**src/rtl/mtwc_pkg.sv**
```systemverilog
package mtwc_pkg;

    localparam int unsigned CODE_W = 24;
    localparam int unsigned BYTE_W = 8;

    localparam logic [BYTE_W-1:0] SS2_BYTE = 8'h8E;
    localparam logic [BYTE_W-1:0] SS3_BYTE = 8'h8F;

    typedef enum logic [1:0] {
        MODE_EUC_JK = 2'd0,
        MODE_EUC_TW = 2'd1,
        MODE_EUC_CN = 2'd2,
        MODE_UTF8   = 2'd3
    } t_mode;

    typedef enum logic [2:0] {
        K_IDLE    = 3'd0,
        K_SS2_ONE = 3'd1,
        K_SS2_TW  = 3'd2,
        K_SS2_CN  = 3'd3,
        K_SS3     = 3'd4,
        K_EUC2    = 3'd5,
        K_UTF2    = 3'd6,
        K_UTF3    = 3'd7
    } t_kind;

    typedef struct packed {
        logic              has_char;
        logic              truncated;
        logic              has_end;
        logic [CODE_W-1:0] code;
    } t_job;

endpackage

```
**src/rtl/mtwc_front.sv**
```systemverilog
module mtwc_front
    import mtwc_pkg::*;
(
    input  logic              i_clk,
    input  logic              i_rst_n,
    input  logic              i_cfg_we,
    input  logic [1:0]        i_cfg_data,
    input  logic              i_valid,
    input  logic [BYTE_W-1:0] i_byte,
    input  logic              i_eob,
    input  logic              i_full,
    output logic              o_push,
    output t_job              o_job
);

    t_mode             r_mode;
    logic [1:0]        r_rem,   n_rem;
    logic [CODE_W-1:0] r_acc,   n_acc;
    t_kind             r_kind,  n_kind;
    logic              r_ended, n_ended;
    logic              w_accept;

    function automatic logic [CODE_W-1:0] merge_bits(
        input t_kind             kind,
        input logic [1:0]        rem,
        input logic [BYTE_W-1:0] b
    );
        logic [CODE_W-1:0] res;
        res = '0;
        case (kind)
            K_SS2_ONE: res = {16'b0, b};
            K_SS2_TW:  res = (rem == 2'd2) ? {10'b0, b[5:0], 8'b0} : {16'b0, b};
            K_SS2_CN: begin
                if (rem == 2'd3) begin
                    res = {b, 16'b0};
                end else if (rem == 2'd2) begin
                    res = {8'b0, b, 8'b0};
                end else begin
                    res = {16'b0, b};
                end
            end
            K_SS3:     res = (rem == 2'd2) ? {8'b0, b, 8'b0} : {18'b0, b[5:0]};
            K_EUC2:    res = {16'b0, b};
            K_UTF2:    res = {18'b0, b[5:0]};
            K_UTF3:    res = (rem == 2'd2) ? {12'b0, b[5:0], 6'b0} : {18'b0, b[5:0]};
            default:   res = '0;
        endcase
        return res;
    endfunction

    assign w_accept = i_valid && !i_full;

    always_comb begin
        logic nul_end;
        n_rem   = r_rem;
        n_acc   = r_acc;
        n_kind  = r_kind;
        n_ended = r_ended;
        nul_end = 1'b0;
        o_job   = '0;
        if (r_ended) begin
            if (i_eob) begin
                n_ended = 1'b0;
            end
        end else begin
            if (r_rem != 2'd0) begin
                n_acc = r_acc | merge_bits(r_kind, r_rem, i_byte);
                n_rem = r_rem - 2'd1;
                if (n_rem == 2'd0) begin
                    o_job.has_char = 1'b1;
                    o_job.code     = n_acc;
                    n_acc          = '0;
                    n_kind         = K_IDLE;
                end
            end else if (i_byte == 8'h00) begin
                o_job.has_end = 1'b1;
                nul_end       = 1'b1;
                n_acc         = '0;
                n_kind        = K_IDLE;
                n_ended       = !i_eob;
            end else if (r_mode == MODE_UTF8) begin
                if (!i_byte[7]) begin
                    o_job.has_char = 1'b1;
                    o_job.code     = {16'b0, i_byte};
                end else if (i_byte[7:5] == 3'b110) begin
                    n_kind = K_UTF2;
                    n_rem  = 2'd1;
                    n_acc  = {13'b0, i_byte[4:0], 6'b0};
                end else if (i_byte[7:5] == 3'b111) begin
                    n_kind = K_UTF3;
                    n_rem  = 2'd2;
                    n_acc  = {8'b0, i_byte[3:0], 12'b0};
                end
            end else if (i_byte == SS2_BYTE) begin
                n_acc = '0;
                if (r_mode == MODE_EUC_JK) begin
                    n_kind = K_SS2_ONE;
                    n_rem  = 2'd1;
                end else if (r_mode == MODE_EUC_TW) begin
                    n_kind = K_SS2_TW;
                    n_rem  = 2'd2;
                end else begin
                    n_kind = K_SS2_CN;
                    n_rem  = 2'd3;
                end
            end else if (i_byte == SS3_BYTE) begin
                n_kind = K_SS3;
                n_rem  = 2'd2;
                n_acc  = '0;
            end else if (i_byte[7]) begin
                n_kind = K_EUC2;
                n_rem  = 2'd1;
                n_acc  = {8'b0, i_byte, 8'b0};
            end else begin
                o_job.has_char = 1'b1;
                o_job.code     = {16'b0, i_byte};
            end

            if (i_eob && !nul_end) begin
                if (n_rem != 2'd0) begin
                    o_job.has_char  = 1'b1;
                    o_job.truncated = 1'b1;
                    o_job.code      = n_acc;
                end
                n_rem         = 2'd0;
                n_acc         = '0;
                n_kind        = K_IDLE;
                o_job.has_end = 1'b1;
            end
        end
        o_push = w_accept && !r_ended && (o_job.has_char || o_job.has_end);
    end

    always_ff @(posedge i_clk) begin
        if (!i_rst_n) begin
            r_mode  <= MODE_EUC_JK;
            r_rem   <= 2'd0;
            r_acc   <= '0;
            r_kind  <= K_IDLE;
            r_ended <= 1'b0;
        end else begin
            if (i_cfg_we) begin
                r_mode <= t_mode'(i_cfg_data);
            end
            if (w_accept) begin
                r_rem   <= n_rem;
                r_acc   <= n_acc;
                r_kind  <= n_kind;
                r_ended <= n_ended;
            end
        end
    end

endmodule

```
**src/rtl/mtwc_queue.sv**
```systemverilog
module mtwc_queue
    import mtwc_pkg::*;
#(
    parameter int unsigned DEPTH = 4
) (
    input  logic i_clk,
    input  logic i_rst_n,
    input  logic i_push,
    input  t_job i_job,
    input  logic i_pop,
    output logic o_full,
    output logic o_empty,
    output t_job o_head
);

    localparam int unsigned AW = (DEPTH > 1) ? $clog2(DEPTH) : 1;
    localparam int unsigned CW = $clog2(DEPTH + 1);

    t_job          r_mem [DEPTH];
    logic [AW-1:0] r_wr_ptr;
    logic [AW-1:0] r_rd_ptr;
    logic [CW-1:0] r_count;
    logic          w_do_push;
    logic          w_do_pop;

    function automatic logic [AW-1:0] next_ptr(input logic [AW-1:0] p);
        return (p == AW'(DEPTH - 1)) ? '0 : p + AW'(1);
    endfunction

    assign o_full    = (r_count == CW'(DEPTH));
    assign o_empty   = (r_count == '0);
    assign o_head    = r_mem[r_rd_ptr];
    assign w_do_push = i_push && !o_full;
    assign w_do_pop  = i_pop && !o_empty;

    always_ff @(posedge i_clk) begin
        if (w_do_push) begin
            r_mem[r_wr_ptr] <= i_job;
        end
    end

    always_ff @(posedge i_clk) begin
        if (!i_rst_n) begin
            r_wr_ptr <= '0;
            r_rd_ptr <= '0;
            r_count  <= '0;
        end else begin
            if (w_do_push) begin
                r_wr_ptr <= next_ptr(r_wr_ptr);
            end
            if (w_do_pop) begin
                r_rd_ptr <= next_ptr(r_rd_ptr);
            end
            if (w_do_push && !w_do_pop) begin
                r_count <= r_count + CW'(1);
            end else if (w_do_pop && !w_do_push) begin
                r_count <= r_count - CW'(1);
            end
        end
    end

endmodule

```
**src/rtl/mtwc_back.sv**
```systemverilog
module mtwc_back
    import mtwc_pkg::*;
(
    input  logic              i_clk,
    input  logic              i_rst_n,
    input  logic              i_empty,
    input  t_job              i_head,
    output logic              o_pop,
    output logic              o_valid,
    input  logic              i_stall,
    output logic [CODE_W-1:0] o_code,
    output logic              o_is_end,
    output logic              o_truncated
);

    logic              r_phase;
    logic              r_valid;
    logic [CODE_W-1:0] r_code;
    logic              r_is_end;
    logic              r_trunc;
    logic              w_load;
    logic              w_char_beat;
    logic              w_last;

    assign w_load      = !i_empty && (!r_valid || !i_stall);
    assign w_char_beat = i_head.has_char && !r_phase;
    assign w_last      = w_char_beat ? !i_head.has_end : 1'b1;
    assign o_pop       = w_load && w_last;

    always_ff @(posedge i_clk) begin
        if (w_load) begin
            r_code   <= w_char_beat ? i_head.code : '0;
            r_is_end <= !w_char_beat;
            r_trunc  <= w_char_beat && i_head.truncated;
        end
    end

    always_ff @(posedge i_clk) begin
        if (!i_rst_n) begin
            r_phase <= 1'b0;
            r_valid <= 1'b0;
        end else begin
            if (w_load) begin
                r_valid <= 1'b1;
                r_phase <= !w_last;
            end else if (!i_stall) begin
                r_valid <= 1'b0;
            end
        end
    end

    assign o_valid     = r_valid;
    assign o_code      = r_code;
    assign o_is_end    = r_is_end;
    assign o_truncated = r_trunc;

endmodule

```
**src/rtl/multibyte_to_wide_char_decoder.sv**
```systemverilog
// Channel   Valid           Stall           Beat contents
// input     i_in_valid      o_in_stall      i_in_byte, i_end_of_buffer
// output    o_out_valid     i_out_stall     o_wide_code, o_is_end, o_truncated
// config    i_cfg_we        (none)          i_cfg_data
//
// One byte is taken per cycle unless the job queue is full; a result beat passes
// through the job queue and the output register. A byte that yields a character
// and end marker needs two beats; one beat per unstalled cycle sets the byte rate.
// Reset is synchronous and clears the decoder state, the job queue and the output.
// The input stalls only when the job queue is full, independent of output stalls.
module multibyte_to_wide_char_decoder
    import mtwc_pkg::*;
#(
    parameter int unsigned QUEUE_DEPTH = 4
) (
    input  logic              i_clk,
    input  logic              i_rst_n,
    input  logic              i_cfg_we,
    input  logic [1:0]        i_cfg_data,
    input  logic              i_in_valid,
    output logic              o_in_stall,
    input  logic [BYTE_W-1:0] i_in_byte,
    input  logic              i_end_of_buffer,
    output logic              o_out_valid,
    input  logic              i_out_stall,
    output logic [CODE_W-1:0] o_wide_code,
    output logic              o_is_end,
    output logic              o_truncated
);

    logic w_push;
    t_job w_job;
    logic w_full;
    logic w_empty;
    logic w_pop;
    t_job w_head;

    mtwc_front u_front (
        .i_clk      (i_clk),
        .i_rst_n    (i_rst_n),
        .i_cfg_we   (i_cfg_we),
        .i_cfg_data (i_cfg_data),
        .i_valid    (i_in_valid),
        .i_byte     (i_in_byte),
        .i_eob      (i_end_of_buffer),
        .i_full     (w_full),
        .o_push     (w_push),
        .o_job      (w_job)
    );

    mtwc_queue #(
        .DEPTH (QUEUE_DEPTH)
    ) u_queue (
        .i_clk   (i_clk),
        .i_rst_n (i_rst_n),
        .i_push  (w_push),
        .i_job   (w_job),
        .i_pop   (w_pop),
        .o_full  (w_full),
        .o_empty (w_empty),
        .o_head  (w_head)
    );

    mtwc_back u_back (
        .i_clk       (i_clk),
        .i_rst_n     (i_rst_n),
        .i_empty     (w_empty),
        .i_head      (w_head),
        .o_pop       (w_pop),
        .o_valid     (o_out_valid),
        .i_stall     (i_out_stall),
        .o_code      (o_wide_code),
        .o_is_end    (o_is_end),
        .o_truncated (o_truncated)
    );

    assign o_in_stall = w_full;

endmodule

```
**config.mk**
```make
export PLATFORM = sky130hd
export DESIGN_NAME = multibyte_to_wide_char_decoder
export DESIGN_NICKNAME = d
export VERILOG_FILES = /design/src/rtl/mtwc_pkg.sv /design/src/rtl/mtwc_front.sv /design/src/rtl/mtwc_queue.sv /design/src/rtl/mtwc_back.sv /design/src/rtl/multibyte_to_wide_char_decoder.sv
export SDC_FILE = /design/constraint.sdc
export NUM_CORES = 1
export LEC_CHECK = 0
export BUFFER_PORTS_ARGS = -buffer_cell sky130_fd_sc_hd__buf_2
export CAP_MARGIN = 20
export CORE_ASPECT_RATIO = 0.9
export CORE_MARGIN = 1.5
export CORE_UTILIZATION = 45
export CTS_CLUSTER_DIAMETER = 80
export DETAILED_ROUTE_END_ITERATION = 10
export SYNTH_ARGS = -nofsm -noshare
export SYNTH_HDL_FRONTEND = slang
export SYNTH_SLANG_ARGS = --single-unit
export TNS_END_PERCENT = 1
```
**constraint.sdc**
```tcl
create_clock -name i_clk -period 3.6 [get_ports i_clk]
set_clock_uncertainty 0.15 [all_clocks]
set_input_delay 0.54 -clock i_clk [delete_from_list [all_inputs] [get_ports i_clk]]
set_output_delay 0.54 -clock i_clk [all_outputs]
set_load 0.03 [all_outputs]
```
==> run metrics <==
FMAX 0.324 GHz; crit path DAT approximately 3.3 ns; max-slew violation count 0; CP dominant cell by count a21oi_1; Hold Crit Class in2reg; fill count 1438; register area around 5000 um^2; post-CTS setup buffer count 0; Synth Instances 585; Worst Path Max Fanout 4; gpl congestion a little under 0.9; first-pass GRT wire length 27400 um; Synth-to-Final Area Change 14.4%; CP startpoint kind input port; clock transition at the registers of the reported paths 0.06 ns; multi-input logic area between 2000 and 3000 um^2; DRC Markers 0; CP max stage delay 0.55 ns; CTS tree yes; vias in the first global route around 5000; starting density of the core 46.2%; pwr/cell area 670 nW/um^2; Seq cells post-synth 177; most common cell in the netlist edfxtp_1; Max IR drop VDD ~0.34 mV; EDFF count, synth roughly 130; maximum clock path buffer count 2; initial antenna violation count 0; CP required 3.80 ns; Crit. End Element flop; WL per Instance 19.6 um; DR pass1 iterations 5; Post-Layout Inst Area 8970 um^2; worst-margin pin slew 0.972 ns; Reg2Reg Depth 5; Avg Cell Area, Syn 13.4 um^2; total track usage 20.3%; die width approximately 140 um; relative max-transition margin 35.2%; vias post-DR 4994; status finished clean; die area 18200 um^2; post-CTS resize count 0; library cells used by synthesis 69; end point of the critical path u_queue.r_count[2]$_SDFFE_PN0P_; setup TNS 0 ns; clk_lat worst skew 0.43 ns; Worst R2R End u_queue.r_mem[2][2]$_DFFE_PP_; Syn Nets around 610; leading cell types by count after synthesis edfxtp_1, nor2b_1, dfxtp_1, clkbuf_1; critical-path cell list buf_2, or4_4, nor3_1, a21oi_1, a21oi_1, ha_1, inv_1, fa_1, xor2_1, or3_1, a21boi_0; Routed WL between 15000 and 20000 um; slowest cell on the critical path or4_4; Final period util between 80 and 90%; crit path kind in2reg; diode count 0; Final WS setup 0.512 ns; max_cap viols 0; Pleak 3.02 nW; placed inst area 8400 um^2; unrepaired setup endpoints after global routing no; share of cells above drive strength 1 21.3%; total power 0.00601 W; worst reg2reg startpoint u_front.r_mode[0]$_SDFFE_PN0P_; Core Footprint 16900 um^2; I/O Buffers 43; largest net degree at the start of global routing 45; total CTS buffers 17; endpoints failing hold 0; min cycle time layout 3.09 ns; hpwl dp 10600 um; hold-fix buffers at CTS 0; H-Tree Depth 4; WP buf/inv 2; Root Driver clkbuf_16; Levels on crit path 11; Iter 0 DRT Violations 406; r2r setup slk 0.55 ns; ys async rst share 0%; worst setup path startpoint i_in_byte[2]; grt ovf 0; clk sink count 177; dominant cell type by area after synthesis edfxtp_1; I/O pins 44; Post-Syn Area 7840 um^2; Via density 5.71; Final ANT Viol Nets 0; CP delay by family, top simple AND/OR/NAND/NOR gates; top cells by area, synth edfxtp_1, dfxtp_1, mux4_2; ys flop type edfxtp_1; final core utilization 52.9%; Yosys warning total 0; pre-CTS WS 0.117 ns; sequential share of the synthesized area approximately 62%; Cell Rows 45; final setup fails 0; layout net count 649; Yosys top cell area share around 51%; Die H 128 um
how the worst min path moves through the flow:
stage | from | to | slack (ns) | cells past startpoint
after floorplan | u_front.r_acc[10]$_SDFFE_PN0P_ | u_front.r_acc[10]$_SDFFE_PN0P_ | 0.30 | 2
after detailed placement | u_front.r_acc[9]$_SDFFE_PN0P_ | u_front.r_acc[9]$_SDFFE_PN0P_ | 0.33 | 2
after global routing | i_cfg_data[0] | u_front.r_mode[0]$_SDFFE_PN0P_ | 0.25 | 3
after CTS | i_cfg_data[1] | u_front.r_mode[1]$_SDFFE_PN0P_ | 0.20 | 3
after global placement | u_front.r_acc[9]$_SDFFE_PN0P_ | u_front.r_acc[9]$_SDFFE_PN0P_ | 0.32 | 2
final | i_cfg_data[1] | u_front.r_mode[1]$_SDFFE_PN0P_ | 0.22 | 3
per-stage QoR:
stage	instances	hold slack, ns
floorplan	585	0.301
global placement	842	0.316
detailed placement	842	0.331
CTS	874	0.201
global route	874	0.247
finish	874	0.219
kinds of logic after synthesis:
group	Yosys count	share of synthesized area, %
muxes	31	8.27
buffers and inverters	55	2.86
and+or+nand+nor	169	12.0
AOI/OAI and AO/OA	143	13.0
DFF	177	62.3
xor gates and xnor gates	2	0.224
adders and majority gates	8	1.34
placed cells by master (no fill, tap or decap), drive strengths merged, types with 11 or more instances in the layout:
master and n:
nor2 31, clkbuf 17, buf 66, nand2 25
and2 11, dfxtp 43, nor2b 57, a21oi 25
a22oi 31, o21ai 22, clkinv 11, edfxtp 134
inv 12, mux4 27
per-layer routing:
layer / global-route usage (%) / wire, um / vias to the layer above
met1: 27.9 / 7990 / 2477
met4: 7.94 / 459 / 0
met2: 31.6 / 7750 / 153
met5: 0 / 0 / -
li1: - / - / 2333
met3: 4.59 / 938 / 31
worst min-delay path, delay by kind of cell:
kind | cells | cell delay, ns
muxes | 1 | 0.05
and+or+nand+nor | 1 | 0.09
buffers and inverters | 1 | 0.07
registers in the layout, indices dropped and copies added (netlist names), 2 cells and up, named ones only:
name,flops
u_queue.r_mem,108
u_back.o_code,24
u_front.r_acc,24
u_front.r_kind,3
u_queue.r_count,3
u_front.r_mode,2
u_front.r_rem,2
u_queue.r_rd_ptr,2
u_queue.r_wr_ptr,2
area by class of cell:
| cell class | count | area share, % |
|---|---|---|
| tap | 235 | 3.28 |
| timing repair buffer | 66 | 4.88 |
| inverter | 11 | 0.461 |
| clock inverter | 15 | 1.58 |
| multi-input combinational | 353 | 30.6 |
| sequential | 177 | 54.5 |
| clock buffer | 17 | 4.74 |
power breakdown:
part	switching, W	internal (W)	total [W]	leakage [nW]
registers	0.0000984	0.00258	0.00268	1.60
clock network	0.000775	0.00101	0.00179	0.277
logic	0.000982	0.000561	0.00154	1.14
total	0.00186	0.00415	0.00601	3.02
No activity file was read; power rests on OpenSTA's default activity.
